<file path="config.mk">
export PLATFORM = sky130hd
export DESIGN_NAME = stick_deadzone_trim_mixer_unit
export DESIGN_NICKNAME = d
export VERILOG_FILES = /design/src/hw/rtl/sdtm_pkg.sv /design/src/hw/rtl/stick_deadzone_trim_mixer_unit.sv
export SDC_FILE = /design/constraint.sdc
export NUM_CORES = 2
export LEC_CHECK = 0
export ABC_AREA = 1
export BUFFER_PORTS_ARGS = -buffer_cell sky130_fd_sc_hd__buf_2
export CAP_MARGIN = 15
export CORE_MARGIN = 2
export CORE_UTILIZATION = 48
export DETAILED_ROUTE_END_ITERATION = 8
export PLACE_DENSITY = 0.66
export SYNTH_ARGS = -nofsm -noshare
export SYNTH_HDL_FRONTEND = slang
export SYNTH_SLANG_ARGS = --single-unit
</file>
<file path="constraint.sdc">
create_clock -name clk -period 10.4 [get_ports clk]
set_input_delay 0 -clock clk [delete_from_list [all_inputs] [get_ports clk]]
set_output_delay 0 -clock clk [all_outputs]
set_load 0.03 [all_outputs]
</file>
<file path="src/hw/rtl/sdtm_pkg.sv">
// Package: shared types and constants of the stick deadzone trim mixer.
package sdtm_pkg;

    localparam int REG_IDX_W = 3;
    localparam int CFG_DATA_W = 15;

    typedef enum logic [REG_IDX_W-1:0] {
        REG_CYCLE_MS      = 3'd0,
        REG_LEFT_DZ       = 3'd1,
        REG_RIGHT_DZ      = 3'd2,
        REG_THR_UP_STEP   = 3'd3,
        REG_THR_DOWN_STEP = 3'd4,
        REG_SURF_STEP     = 3'd5,
        REG_RUMBLE_HOLD   = 3'd6
    } reg_idx_t;

    localparam logic [15:0] BTN_THR_UP    = 16'd1;
    localparam logic [15:0] BTN_THR_DOWN  = 16'd2;
    localparam logic [15:0] BTN_THR_CLR   = 16'd4;
    localparam logic [15:0] BTN_SURF_CLR  = 16'd8;
    localparam logic [15:0] BTN_ALL_CLR   = 16'd768;
    localparam logic [15:0] BTN_AVG_UP    = 16'd4096;
    localparam logic [15:0] BTN_DIFF_UP   = 16'd8192;
    localparam logic [15:0] BTN_DIFF_DOWN = 16'd16384;
    localparam logic [15:0] BTN_AVG_DOWN  = 16'd32768;

    localparam logic [15:0] LEFT_SPEED  = 16'd15000;
    localparam logic [15:0] RIGHT_SPEED = 16'd25000;

    typedef enum logic [5:0] {
        ST_IDLE = 6'b000001,
        ST_SQ   = 6'b000010,
        ST_ROOT = 6'b000100,
        ST_DIV  = 6'b001000,
        ST_MIX  = 6'b010000,
        ST_OUT  = 6'b100000
    } state_t;

endpackage

</file>
<file path="src/hw/rtl/stick_deadzone_trim_mixer_unit.sv">
// Top level: stick deadzone, trim and elevon mixer with rumble feedback.
//
// One input beat (four stick axes and the button word) gives one output beat
// (throttle, two elevons, two rumble speeds). Items are handled one at a time.
// Per beat the sequencer:
//   - squares and sums each stick's axes with a 2-bit-per-cycle serial
//     multiplier,
//   - takes the integer root 2 bits per cycle,
//   - divides each of the three used axes with a 1-bit-per-cycle restoring
//     divider (load, numerator width steps, write),
//   - then applies the trim buttons, mixes, clamps and registers the result.
// A new beat can be taken from the cycle after the result is taken. The serial
// multiplier, root and divider units are single units shared by all axes.
// in_stall is high while an item is in work or a result waits. The result is
// held in output registers until out_stall is low. Reset clears trims, rumble
// state and configuration to their defaults; no item is in flight after it.
module stick_deadzone_trim_mixer_unit #(
    parameter int FRAC_BITS = 14
) (
    input  logic        clk,
    input  logic        rst_n,
    input  logic        cfg_we,
    input  logic [sdtm_pkg::REG_IDX_W-1:0] cfg_index,
    input  logic [sdtm_pkg::CFG_DATA_W-1:0] cfg_data,
    input  logic        in_valid,
    output logic        in_stall,
    input  logic signed [15:0] left_x,
    input  logic signed [15:0] left_y,
    input  logic signed [15:0] right_x,
    input  logic signed [15:0] right_y,
    input  logic [15:0] buttons,
    output logic        out_valid,
    input  logic        out_stall,
    output logic signed [15:0] throttle,
    output logic signed [15:0] left_flap,
    output logic signed [15:0] right_flap,
    output logic [15:0] left_motor_speed,
    output logic [15:0] right_motor_speed
);
    import sdtm_pkg::*;

    // quotient bound: 32768*46340<<F / 1 fits in F+31 bits
    localparam int QW  = FRAC_BITS + 32;
    localparam int NW  = FRAC_BITS + 31;   // numerator width
    localparam int DW  = 32;               // denominator width
    localparam int TW  = FRAC_BITS + 2;    // trim width
    localparam int SW  = QW + 2;           // wide signed sum
    localparam logic signed [SW-1:0] ONE_W = SW'(1) <<< FRAC_BITS;
    localparam logic signed [TW-1:0] ONE_T = TW'(1) <<< FRAC_BITS;
    localparam logic signed [TW-1:0] HALF_T = TW'(1) <<< (FRAC_BITS-1);
    localparam logic signed [TW+4:0] SEVEN_T = (TW+5)'(7) <<< FRAC_BITS;

    // configuration
    logic [9:0]  cycle_ms_reg;
    logic [14:0] left_dz_reg, right_dz_reg;
    logic [10:0] thr_up_reg, thr_down_reg, surf_step_reg;
    logic [13:0] hold_reg;

    always_ff @(posedge clk or negedge rst_n)
    begin
        if (!rst_n)
        begin
            cycle_ms_reg  <= 10'd25;
            left_dz_reg   <= 15'd8349;
            right_dz_reg  <= 15'd9189;
            thr_up_reg    <= 11'd205;
            thr_down_reg  <= 11'd287;
            surf_step_reg <= 11'd29;
            hold_reg      <= 14'd500;
        end
        else if (cfg_we)
        begin
            case (reg_idx_t'(cfg_index))
                REG_CYCLE_MS:      cycle_ms_reg  <= cfg_data[9:0];
                REG_LEFT_DZ:       left_dz_reg   <= cfg_data[14:0];
                REG_RIGHT_DZ:      right_dz_reg  <= cfg_data[14:0];
                REG_THR_UP_STEP:   thr_up_reg    <= cfg_data[10:0];
                REG_THR_DOWN_STEP: thr_down_reg  <= cfg_data[10:0];
                REG_SURF_STEP:     surf_step_reg <= cfg_data[10:0];
                REG_RUMBLE_HOLD:   hold_reg      <= cfg_data[13:0];
                default: ;
            endcase
        end
    end

    // captured sample (payload)
    logic signed [15:0] ax_reg [4];
    logic [15:0] btn_reg;

    state_t state_reg;
    logic [1:0] sub_reg;        // SQ: axis 0..3; ROOT: stick; DIV: axis job
    logic [5:0] cnt_reg;

    // serial square: |axis| times itself, 2 bits a cycle
    logic [15:0] mcand_reg, mplier_reg;
    logic [32:0] sq_reg [2];    // sum of squares per stick
    logic [31:0] prod_reg;

    // root unit
    logic [32:0] rem_reg;
    logic [16:0] root_reg;
    logic [16:0] mag_reg [2];
    logic inside_reg [2];

    // divider
    logic [NW-1:0] num_reg;
    logic [DW:0]   drem_reg;
    logic [DW-1:0] den_reg;
    logic [QW-1:0] quo_reg;
    logic [6:0]    dcnt_reg;
    logic signed [SW-1:0] res_reg [3];  // 0: left y, 1: right x, 2: right y

    // trims and rumble
    logic signed [TW-1:0] thr_trim_reg, diff_trim_reg, avg_trim_reg;
    logic signed [17:0]   rumble_reg;
    logic [15:0] lspd_reg, rspd_reg;

    logic signed [15:0] thr_o_reg, lf_o_reg, rf_o_reg;
    logic out_valid_reg;

    assign in_stall = (state_reg != ST_IDLE) || out_valid_reg;
    assign out_valid = out_valid_reg;
    assign throttle = thr_o_reg;
    assign left_flap = lf_o_reg;
    assign right_flap = rf_o_reg;
    assign left_motor_speed = lspd_reg;
    assign right_motor_speed = rspd_reg;

    function automatic logic [15:0] mag16(input logic signed [15:0] v);
        logic [16:0] e;
        e = {v[15], v};
        return v[15] ? 16'((-e)) : 16'(e);
    endfunction

    // divider job setup: axis selection
    logic signed [15:0] job_ax;
    logic [16:0] job_mag;
    logic [14:0] job_dz;
    always_comb
    begin
        case (sub_reg)
            2'd0:    begin job_ax = ax_reg[1]; job_mag = mag_reg[0]; job_dz = left_dz_reg; end
            2'd1:    begin job_ax = ax_reg[2]; job_mag = mag_reg[1]; job_dz = right_dz_reg; end
            default: begin job_ax = ax_reg[3]; job_mag = mag_reg[1]; job_dz = right_dz_reg; end
        endcase
    end

    // root step (2 bits per cycle, digit by digit)
    logic [34:0] trial;
    logic [32:0] rem_sh;
    logic [5:0]  rbit;
    always_comb
    begin
        rbit = 6'(30) - {cnt_reg[4:0], 1'b0};
        rem_sh = {rem_reg[30:0], 2'b00} |
                 33'((sq_reg[sub_reg[0]] >> rbit) & 33'd3);
        trial = {2'b00, rem_sh} - {16'd0, root_reg, 2'b01};
    end

    // divider step
    logic [DW:0] dsh;
    assign dsh = {drem_reg[DW-1:0], num_reg[NW-1]};

    // button handling and mix, applied at the end
    logic signed [TW-1:0] thr_n, diff_n, avg_n;
    logic signed [17:0] rum_n;
    logic [15:0] ls_n, rs_n;
    logic signed [SW-1:0] lf_w, rf_w, thr_w;
    logic signed [TW+4:0] avg10;

    function automatic logic signed [15:0] clampq(input logic signed [SW-1:0] v);
        if (v > ONE_W) return 16'(ONE_W);
        if (v < -ONE_W) return 16'(-ONE_W);
        return 16'(v);
    endfunction

    always_comb
    begin
        logic start_l, start_r;
        logic signed [17:0] dur, t;
        thr_n = thr_trim_reg; diff_n = diff_trim_reg; avg_n = avg_trim_reg;
        rum_n = rumble_reg; ls_n = lspd_reg; rs_n = rspd_reg;
        start_l = 1'b0; start_r = 1'b0;
        dur = 18'(cycle_ms_reg);
        avg10 = (TW+5)'(avg_trim_reg) * (TW+5)'(10);
        case (btn_reg)
            BTN_THR_UP:    if (thr_trim_reg < ONE_T) begin
                               thr_n = thr_trim_reg + TW'(thr_up_reg); start_l = 1'b1; end
            BTN_THR_DOWN:  if (thr_trim_reg > -ONE_T) begin
                               thr_n = thr_trim_reg - TW'(thr_down_reg); start_l = 1'b1; end
            BTN_DIFF_DOWN: if (diff_trim_reg > -HALF_T) begin
                               diff_n = diff_trim_reg - TW'(surf_step_reg); start_r = 1'b1; end
            BTN_DIFF_UP:   if (diff_trim_reg < HALF_T) begin
                               diff_n = diff_trim_reg + TW'(surf_step_reg); start_r = 1'b1; end
            BTN_AVG_DOWN:  if (avg10 > -SEVEN_T) begin
                               avg_n = avg_trim_reg - TW'(surf_step_reg); start_r = 1'b1; end
            BTN_AVG_UP:    if (avg10 < SEVEN_T) begin
                               avg_n = avg_trim_reg + TW'(surf_step_reg); start_r = 1'b1; end
            BTN_THR_CLR:   begin thr_n = '0; start_l = 1'b1; dur = 18'(hold_reg); end
            BTN_SURF_CLR:  begin avg_n = '0; diff_n = '0; start_r = 1'b1;
                               dur = 18'(hold_reg); end
            BTN_ALL_CLR:   begin thr_n = '0; avg_n = '0; diff_n = '0; start_r = 1'b1;
                               dur = 18'(hold_reg); end
            default: ;
        endcase
        if (start_l) begin ls_n = LEFT_SPEED; rs_n = '0; rum_n = dur; end
        if (start_r) begin ls_n = '0; rs_n = RIGHT_SPEED; rum_n = dur; end
        t = rum_n - 18'(cycle_ms_reg);
        if (t < 0) begin t = -18'sd1; ls_n = '0; rs_n = '0; end
        rum_n = t;
        lf_w = -res_reg[2] + SW'(avg_n) - res_reg[1] - SW'(diff_n);
        rf_w = -res_reg[2] + SW'(avg_n) + res_reg[1] + SW'(diff_n);
        thr_w = res_reg[0] + SW'(thr_n);
    end

    // fixed divisor span
    logic [15:0] span;
    always_comb
    begin
        logic [16:0] s;
        s = (job_ax[15] ? 17'd32768 : 17'd32767) - 17'(job_dz);
        span = (s[16] || s == 17'd0) ? 16'd1 : s[15:0];
    end

    always_ff @(posedge clk or negedge rst_n)
    begin
        if (!rst_n)
        begin
            state_reg <= ST_IDLE;
            out_valid_reg <= 1'b0;
            thr_trim_reg <= '0; diff_trim_reg <= '0; avg_trim_reg <= '0;
            rumble_reg <= '0; lspd_reg <= '0; rspd_reg <= '0;
            sub_reg <= '0; cnt_reg <= '0; dcnt_reg <= '0;
        end
        else
        begin
            if (state_reg == ST_OUT)
                out_valid_reg <= 1'b1;
            else if (out_valid_reg && !out_stall)
                out_valid_reg <= 1'b0;
            case (state_reg)
                ST_IDLE: if (in_valid && !in_stall)
                begin
                    ax_reg[0] <= left_x; ax_reg[1] <= left_y;
                    ax_reg[2] <= right_x; ax_reg[3] <= right_y;
                    btn_reg <= buttons;
                    sub_reg <= 2'd0; cnt_reg <= '0;
                    mcand_reg <= mag16(left_x); mplier_reg <= mag16(left_x);
                    prod_reg <= '0;
                    sq_reg[0] <= '0; sq_reg[1] <= '0;
                    state_reg <= ST_SQ;
                end
                ST_SQ:
                begin
                    if (cnt_reg == 6'd8)
                    begin
                        sq_reg[sub_reg[1]] <= sq_reg[sub_reg[1]] + 33'(prod_reg);
                        prod_reg <= '0;
                        cnt_reg <= '0;
                        if (sub_reg == 2'd3)
                        begin
                            sub_reg <= '0; rem_reg <= '0; root_reg <= '0;
                            state_reg <= ST_ROOT;
                        end
                        else
                        begin
                            sub_reg <= sub_reg + 2'd1;
                            mcand_reg <= mag16(ax_reg[sub_reg + 2'd1]);
                            mplier_reg <= mag16(ax_reg[sub_reg + 2'd1]);
                        end
                    end
                    else
                    begin
                        // shift-add, two multiplier bits per cycle
                        prod_reg <= prod_reg
                            + (mplier_reg[0] ? (32'(mcand_reg) << {cnt_reg[3:0], 1'b0}) : 32'd0)
                            + (mplier_reg[1] ? (32'(mcand_reg) << {cnt_reg[3:0], 1'b1}) : 32'd0);
                        mplier_reg <= mplier_reg >> 2;
                        cnt_reg <= cnt_reg + 6'd1;
                    end
                end
                ST_ROOT:
                begin
                    if (cnt_reg == 6'd16)
                    begin
                        mag_reg[sub_reg[0]] <= root_reg;
                        inside_reg[sub_reg[0]] <= sq_reg[sub_reg[0]] <
                            33'((sub_reg[0] ? 32'(right_dz_reg) : 32'(left_dz_reg)) *
                                (sub_reg[0] ? 32'(right_dz_reg) : 32'(left_dz_reg)));
                        cnt_reg <= '0; rem_reg <= '0; root_reg <= '0;
                        if (sub_reg[0])
                        begin
                            sub_reg <= '0; dcnt_reg <= '0;
                            state_reg <= ST_DIV;
                        end
                        else
                            sub_reg <= 2'd1;
                    end
                    else
                    begin
                        if (trial[34])
                        begin
                            rem_reg <= rem_sh;
                            root_reg <= {root_reg[15:0], 1'b0};
                        end
                        else
                        begin
                            rem_reg <= trial[32:0];
                            root_reg <= {root_reg[15:0], 1'b1};
                        end
                        cnt_reg <= cnt_reg + 6'd1;
                    end
                end
                ST_DIV:
                begin
                    if (dcnt_reg == '0)
                    begin
                        // load: num = |v|*(mag-dz) << F, den = mag*span
                        num_reg <= NW'(33'(mag16(job_ax)) * 33'(job_mag - 17'(job_dz)))
                                   << FRAC_BITS;
                        den_reg <= DW'(job_mag) * DW'(span);
                        drem_reg <= '0; quo_reg <= '0;
                        dcnt_reg <= 7'd1;
                    end
                    else
                    begin
                        if (dsh >= {1'b0, den_reg})
                        begin
                            drem_reg <= dsh - {1'b0, den_reg};
                            quo_reg <= {quo_reg[QW-2:0], 1'b1};
                        end
                        else
                        begin
                            drem_reg <= dsh;
                            quo_reg <= {quo_reg[QW-2:0], 1'b0};
                        end
                        num_reg <= num_reg << 1;
                        dcnt_reg <= (dcnt_reg == 7'(NW + 1)) ? 7'd0 : dcnt_reg + 7'd1;
                        if (dcnt_reg == 7'(NW + 1))
                        begin
                            logic signed [SW-1:0] q;
                            q = SW'(quo_reg);
                            if (inside_reg[sub_reg != 2'd0] || job_mag == '0)
                                q = '0;
                            res_reg[sub_reg] <= job_ax[15] ? -q : q;
                            if (sub_reg == 2'd2)
                                state_reg <= ST_MIX;
                            else
                                sub_reg <= sub_reg + 2'd1;
                        end
                    end
                end
                ST_MIX:
                begin
                    thr_trim_reg <= thr_n; diff_trim_reg <= diff_n; avg_trim_reg <= avg_n;
                    rumble_reg <= rum_n; lspd_reg <= ls_n; rspd_reg <= rs_n;
                    thr_o_reg <= clampq(thr_w);
                    lf_o_reg <= clampq(lf_w);
                    rf_o_reg <= clampq(rf_w);
                    state_reg <= ST_OUT;
                end
                ST_OUT:
                begin
                    state_reg <= ST_IDLE;
                end
                default: state_reg <= ST_IDLE;
            endcase
        end
    end
endmodule

</file>
# Word-level counts from Yosys, hierarchy flattened
# Memories as Yosys holds them, arrays and structs flattened.
# Index checks and enable logic that the tools add are counted.
# Widths: inputs -> output; s select.
# totals
out_inout_bits	82
wordCells	313
latchBits	0
ramBits	310
rom_bits	0
register_bits	538
inputBits	103
memories	5
# mem_list
memory	depth	word_bits	read_ports	rd_ports_with_merged_regs	write_ports	line	rtl
res_reg	3	48	3	0	1	stick_deadzone_trim_mixer_unit.sv:111	logic signed [SW-1:0] res_reg [3];
sq_reg	2	33	2	0	2	stick_deadzone_trim_mixer_unit.sv:96	logic [32:0] sq_reg [2];
ax_reg	4	16	4	0	4	stick_deadzone_trim_mixer_unit.sv:87	logic signed [15:0] ax_reg [4];
mag_reg	2	17	2	0	1	stick_deadzone_trim_mixer_unit.sv:102	logic [16:0] mag_reg [2];
inside_reg	2	1	1	0	1	stick_deadzone_trim_mixer_unit.sv:103	logic inside_reg [2];
# op_classes
bitwise	1
n_shift	3
div_mod_pow	0
order_cmp	15
addsub	29
n_eq_ne	39
mul	4
n_reduce_logical	48
n_mux	137
# ops
operator	n
$mux 16	33
$mux 48	4
$mux 32	5
$add 48x16->48	3
$gt 48x16->1 const B	3
$lt 48x15->1 const B	3
$pmux 16 s3	3
$mux 31	4
$neg 48->48	2
$pmux 16 s2	3
$mux 17	4
$mux 6	11
$add 32x32->32	2
$pmux 32 s2	1
$shl 16x5->32	2
$pmux 31 s2	1
$mux 18	3
$add 16x11->16	3
$add 48x48->48	1
$neg 16->16	3
$sub 16x11->16	3
$sub 48x16->48	1
$sub 48x48->48	1
$mux 46	1
82 further kinds	176

# Longest topological paths before layout
# logic_depth
word_depth	14
mapped_depth	58
ltp_nobuf	56

# Worst setup path before layout
# Ideal clock, no wire load.
# synth_timing
kind	register to register
startpoint	register sub_reg[0]
endpoint	register den_reg[29] (data pin)
path_stages_with_launch	54
path_slack_ns	-0.762
path_buffers	10
t_arrival_ns	10.897
setup_ns	0.265
period_less_slack_ns	11.162
required_ns	10.135
cell_sequence	dfrtp_1 -> buf_2 -> inv_1 -> clkbuf_1 -> clkbuf_1 -> clkbuf_1 -> ha_1 -> buf_4 -> nor2_1 -> buf_2 -> a21oi_1 -> inv_1 -> buf_2 -> buf_1 -> clkbuf_1 -> ha_1 -> fa_1 -> o31ai_1 -> [18 not listed] -> inv_1 -> fa_1 -> inv_1 -> fa_1 -> inv_1 -> fa_1 -> inv_1 -> fa_1 -> ha_1 -> a21oi_1 -> o21ai_0 -> a21oi_1 -> o21bai_1 -> a21oi_1 -> o21ai_0 -> a31oi_1 -> o21ai_0 -> xor2_1
# synth_via
elab_chain_len	8
elab_cells_between_ends	11
classes_between	add/sub: 1; mul: 1; eq/ne: 1; mux: 5; reduce/logical: 3
# synth_rtl
item	line	rtl
start: declaration	stick_deadzone_trim_mixer_unit.sv:91	logic [1:0] sub_reg;
start signal: assignment	stick_deadzone_trim_mixer_unit.sv:267	sub_reg <= sub_reg + 2'd1;
start signal: assignment	stick_deadzone_trim_mixer_unit.sv:349	sub_reg <= sub_reg + 2'd1;
$eq 2x1->1 / $logic_not 2->1 (equally long branches)	stick_deadzone_trim_mixer_unit.sv:141	case (sub_reg)
$pmux 16 s2	stick_deadzone_trim_mixer_unit.sv:141	
$mux 16	stick_deadzone_trim_mixer_unit.sv:221	s = (job_ax[15] ? 17'd32768 : 17'd32767) - 17'(job_dz);
$sub 16x15->17	stick_deadzone_trim_mixer_unit.sv:221	
$logic_not 17->1	stick_deadzone_trim_mixer_unit.sv:222	span = (s[16] || s == 17'd0) ? 16'd1 : s[15:0];
$logic_or 1x1->1	stick_deadzone_trim_mixer_unit.sv:222	
$mux 16	stick_deadzone_trim_mixer_unit.sv:222	
$mul 17x16->32 *	stick_deadzone_trim_mixer_unit.sv:321	den_reg <= DW'(job_mag) * DW'(span);
end signal: assignment	stick_deadzone_trim_mixer_unit.sv:321	
end: declaration	stick_deadzone_trim_mixer_unit.sv:108	logic [DW-1:0] den_reg;
# Mark *: on every way between the ends. The rest lies on a longest branch, timed or not.
# A chain may end at the register's enable or synchronous reset.

# Worst setup path after layout
# Ends and elaborated chain as after synthesis.

==> flow_summary.toml <==
[route]
routed_wl_um = 272900
drt-pass1-iter-count = 7
ant_nets = 0
drtIter0Drc = 6457
viasPerCell = 5.488
vias = 77930
drc = 0
avgRoutedWirePerCell_um = 19.22

[worst_setup_path]
crit_path_max_fanout = 19
cp_common_cell = "fa_1"
cp-start-kind = "flop"
slowest_delay_ns = 0.54
cp_slowest_cell = "fa_1"
crit_arrival_ns = 10.42
critPathRequiredTime_ns = 10.90
crit_type = "flop to flop"
endpoint_kind = "flop"

[grt]
grt_max_degree = 113
antenna_found_initial = 3
grt_first_pass_wirelength_um = 430900
first_global_vias = 78570
grt_usage_pct = 28.64
gr-total-overflow = 0

[finish]
utilization_pct = 53.17
drive_gt1_share_pct = 5.913
final_cell_mix = "2299 x nand2_1, 1979 x inv_1, 1186 x nor2_1"
syn2layout_area_growth_pct = 10.40
area.sequential_um2 = 23310
nFillCells = 17490
multi_input_area_um2 = 57340
layout_commonest_cell = "nand2_1"
largest_register_ffs = 144
fin_nets = 13220
final_area_um2 = 98390

[timing]
clock_skew_ns = 0.09170
hold_viol_final = 0
fmax_mhz = 100.8
fin_crit_ns = 9.925
drv_slew = 0
setup_slack_ns = 0.4750
post-route-period-util_pct = 95.43
tightest_slew_ns = 1.182
slew_headroom_pct = 20.36
setup_viol_count_final = 0

[synthesis]
post_synth.cell_area_avg_um2 = 7.874
synth_top_area_share_pct = 21.13
synth_top_area_cell = "edfxtp_1"
synthArstFlopShare_pct = 22.01
ys_seq_area_share_pct = 26.15
synth_edf_count = 627
syn_inst = 11320
synth_flop_cell = "edfxtp_1"
synthesis.area_um2 = 89120
ys_seq_elements = 804
synth_area_leaders = "edfxtp_1 21%, fa_1 17%, ha_1 10%"
synthDistinctLibCells = 77
ys_warn_count = 0

[floorplan]
dieArea_um2 = 189100
die_w_um = 434.9
ios = 185
start_util_pct = 48.16
core_um2 = 185000
die_y_um = 434.9
rows = 158

[clock_tree]
clk_latency_ns = 0.77
h-tree-depth = 3
clk_pin_slew_worst_paths_ns = 0.07
cts_tree = "built"
cts_sinks = 804
clockBufferDepth = 3
cts-root-buf = "clkbuf_16"
numCtsBuffers = 96

[placed_design]
pre_cts_ws_ns = -0.3027
gp_congestion = 0.9816
io_buffers = 165
hpwl_um = 217900
placed_area_um2 = 92990

[status]
status = "completed"

[hold_path]
hp-class = "primary input to flop"

[run]
cap_violations = 0
-- what timing repair did --
action | in CTS | in global routing
resized for setup | 5 | 63
cloned | 0 | 2
hold endpoints to repair | 355 | 0
buffers inserted | 0 | 14
hold buffers | 174 | 0
pin swaps | 0 | 7
setup endpoints to repair | 30 | 46
-- worst max-delay path, delay by kind of cell, from the launching register on --
family	cells	cell delay, ns
adders and majority gates	10	4.12
DFF	1	0.44
buffers and inverters	7	0.80
xor gates and xnor gates	2	0.24
AOI/OAI and AO/OA	14	2.65
and+or+nand+nor	9	1.39
-- worst paths after layout --
path / from / endpoint / slack [ns] / cells after the start
max: sub_reg[0] / den_reg[29] / 0.48 / 42
min: left_x[14] / ax_reg[0][14] / 0.08 / 2
max reg2reg: sub_reg[0] / den_reg[29] / 0.48 / 42
min reg2reg: root_reg[8] / mag_reg[1][8] / 0.47 / 0
max in group asynchronous: rst_n / avg_trim_reg[12] / 9.07 / 4
min in group asynchronous: rst_n / left_dz_reg[3] / 0.55 / 3
-- area by class of cell --
type	count	area share, %
Inverter	2023	7.760
Clock buffer	113	2.517
Timing Repair Buffer	483	3.765
Timing Repair inverter	1	0.007630
Sequential cell	804	23.70
Tap cell	2480	3.154
Multi-Input combinational cell	8230	58.28
Antenna cell	1	0.002543
Clock inverter	65	0.8190
-- logic make-up (layout without fill, tap and decap cells) --
family	after synthesis	in the layout	synth area share (%)
buffers and inverters	2303	2685	9.969
other	1	20	0.004208
DFF	804	804	26.15
AOI/OAI and AO/OA	1941	1941	12.13
muxes	6	6	0.06739
adders and majority gates	1479	1479	27.09
xor gates and xnor gates	482	482	4.737
and+or+nand+nor	4302	4303	19.85
-- cells in the mapped netlist, types with 185 or more instances --
library cell  number
xor2_1           297
edfxtp_1         627
nand3_1          382
nand2_1         2304
nor2_1          1198
o21ai_0          758
a21oi_1          708
ha_1             728
fa_1             751
xnor2_1          185
clkbuf_1         186
inv_1           1987
-- through the flow --
step | TNS [ns] | std cells | hold slack [ns]
6_report | 0 | 14200 | 0.07856
5_1_grt | -0.09850 | 14200 | 0.05181
4_1_cts | 0 | 14180 | 0.002751
3_5_place_dp | -5.111 | 13830 | -0.05791
3_3_place_gp | -4.778 | 13830 | -0.05831
2_1_floorplan | 0 | 11340 | -0.2956
-- routing by layer --
layer | track usage [%] | part of all wire, % | wire length (um) | up-vias
li1 | - | - | - | 37100
met1 | 36.35 | 41 | 112400 | 37530
met2 | 49.04 | 48 | 130600 | 2720
met3 | 3.148 | 5.9 | 16080 | 588
met4 | 13.10 | 5.1 | 13850 | 0
met5 | 0 | 0 | 0 | -
Power is not shown: default switching activity piles up to over one toggle a cycle in this logic, so the estimate is an artifact.
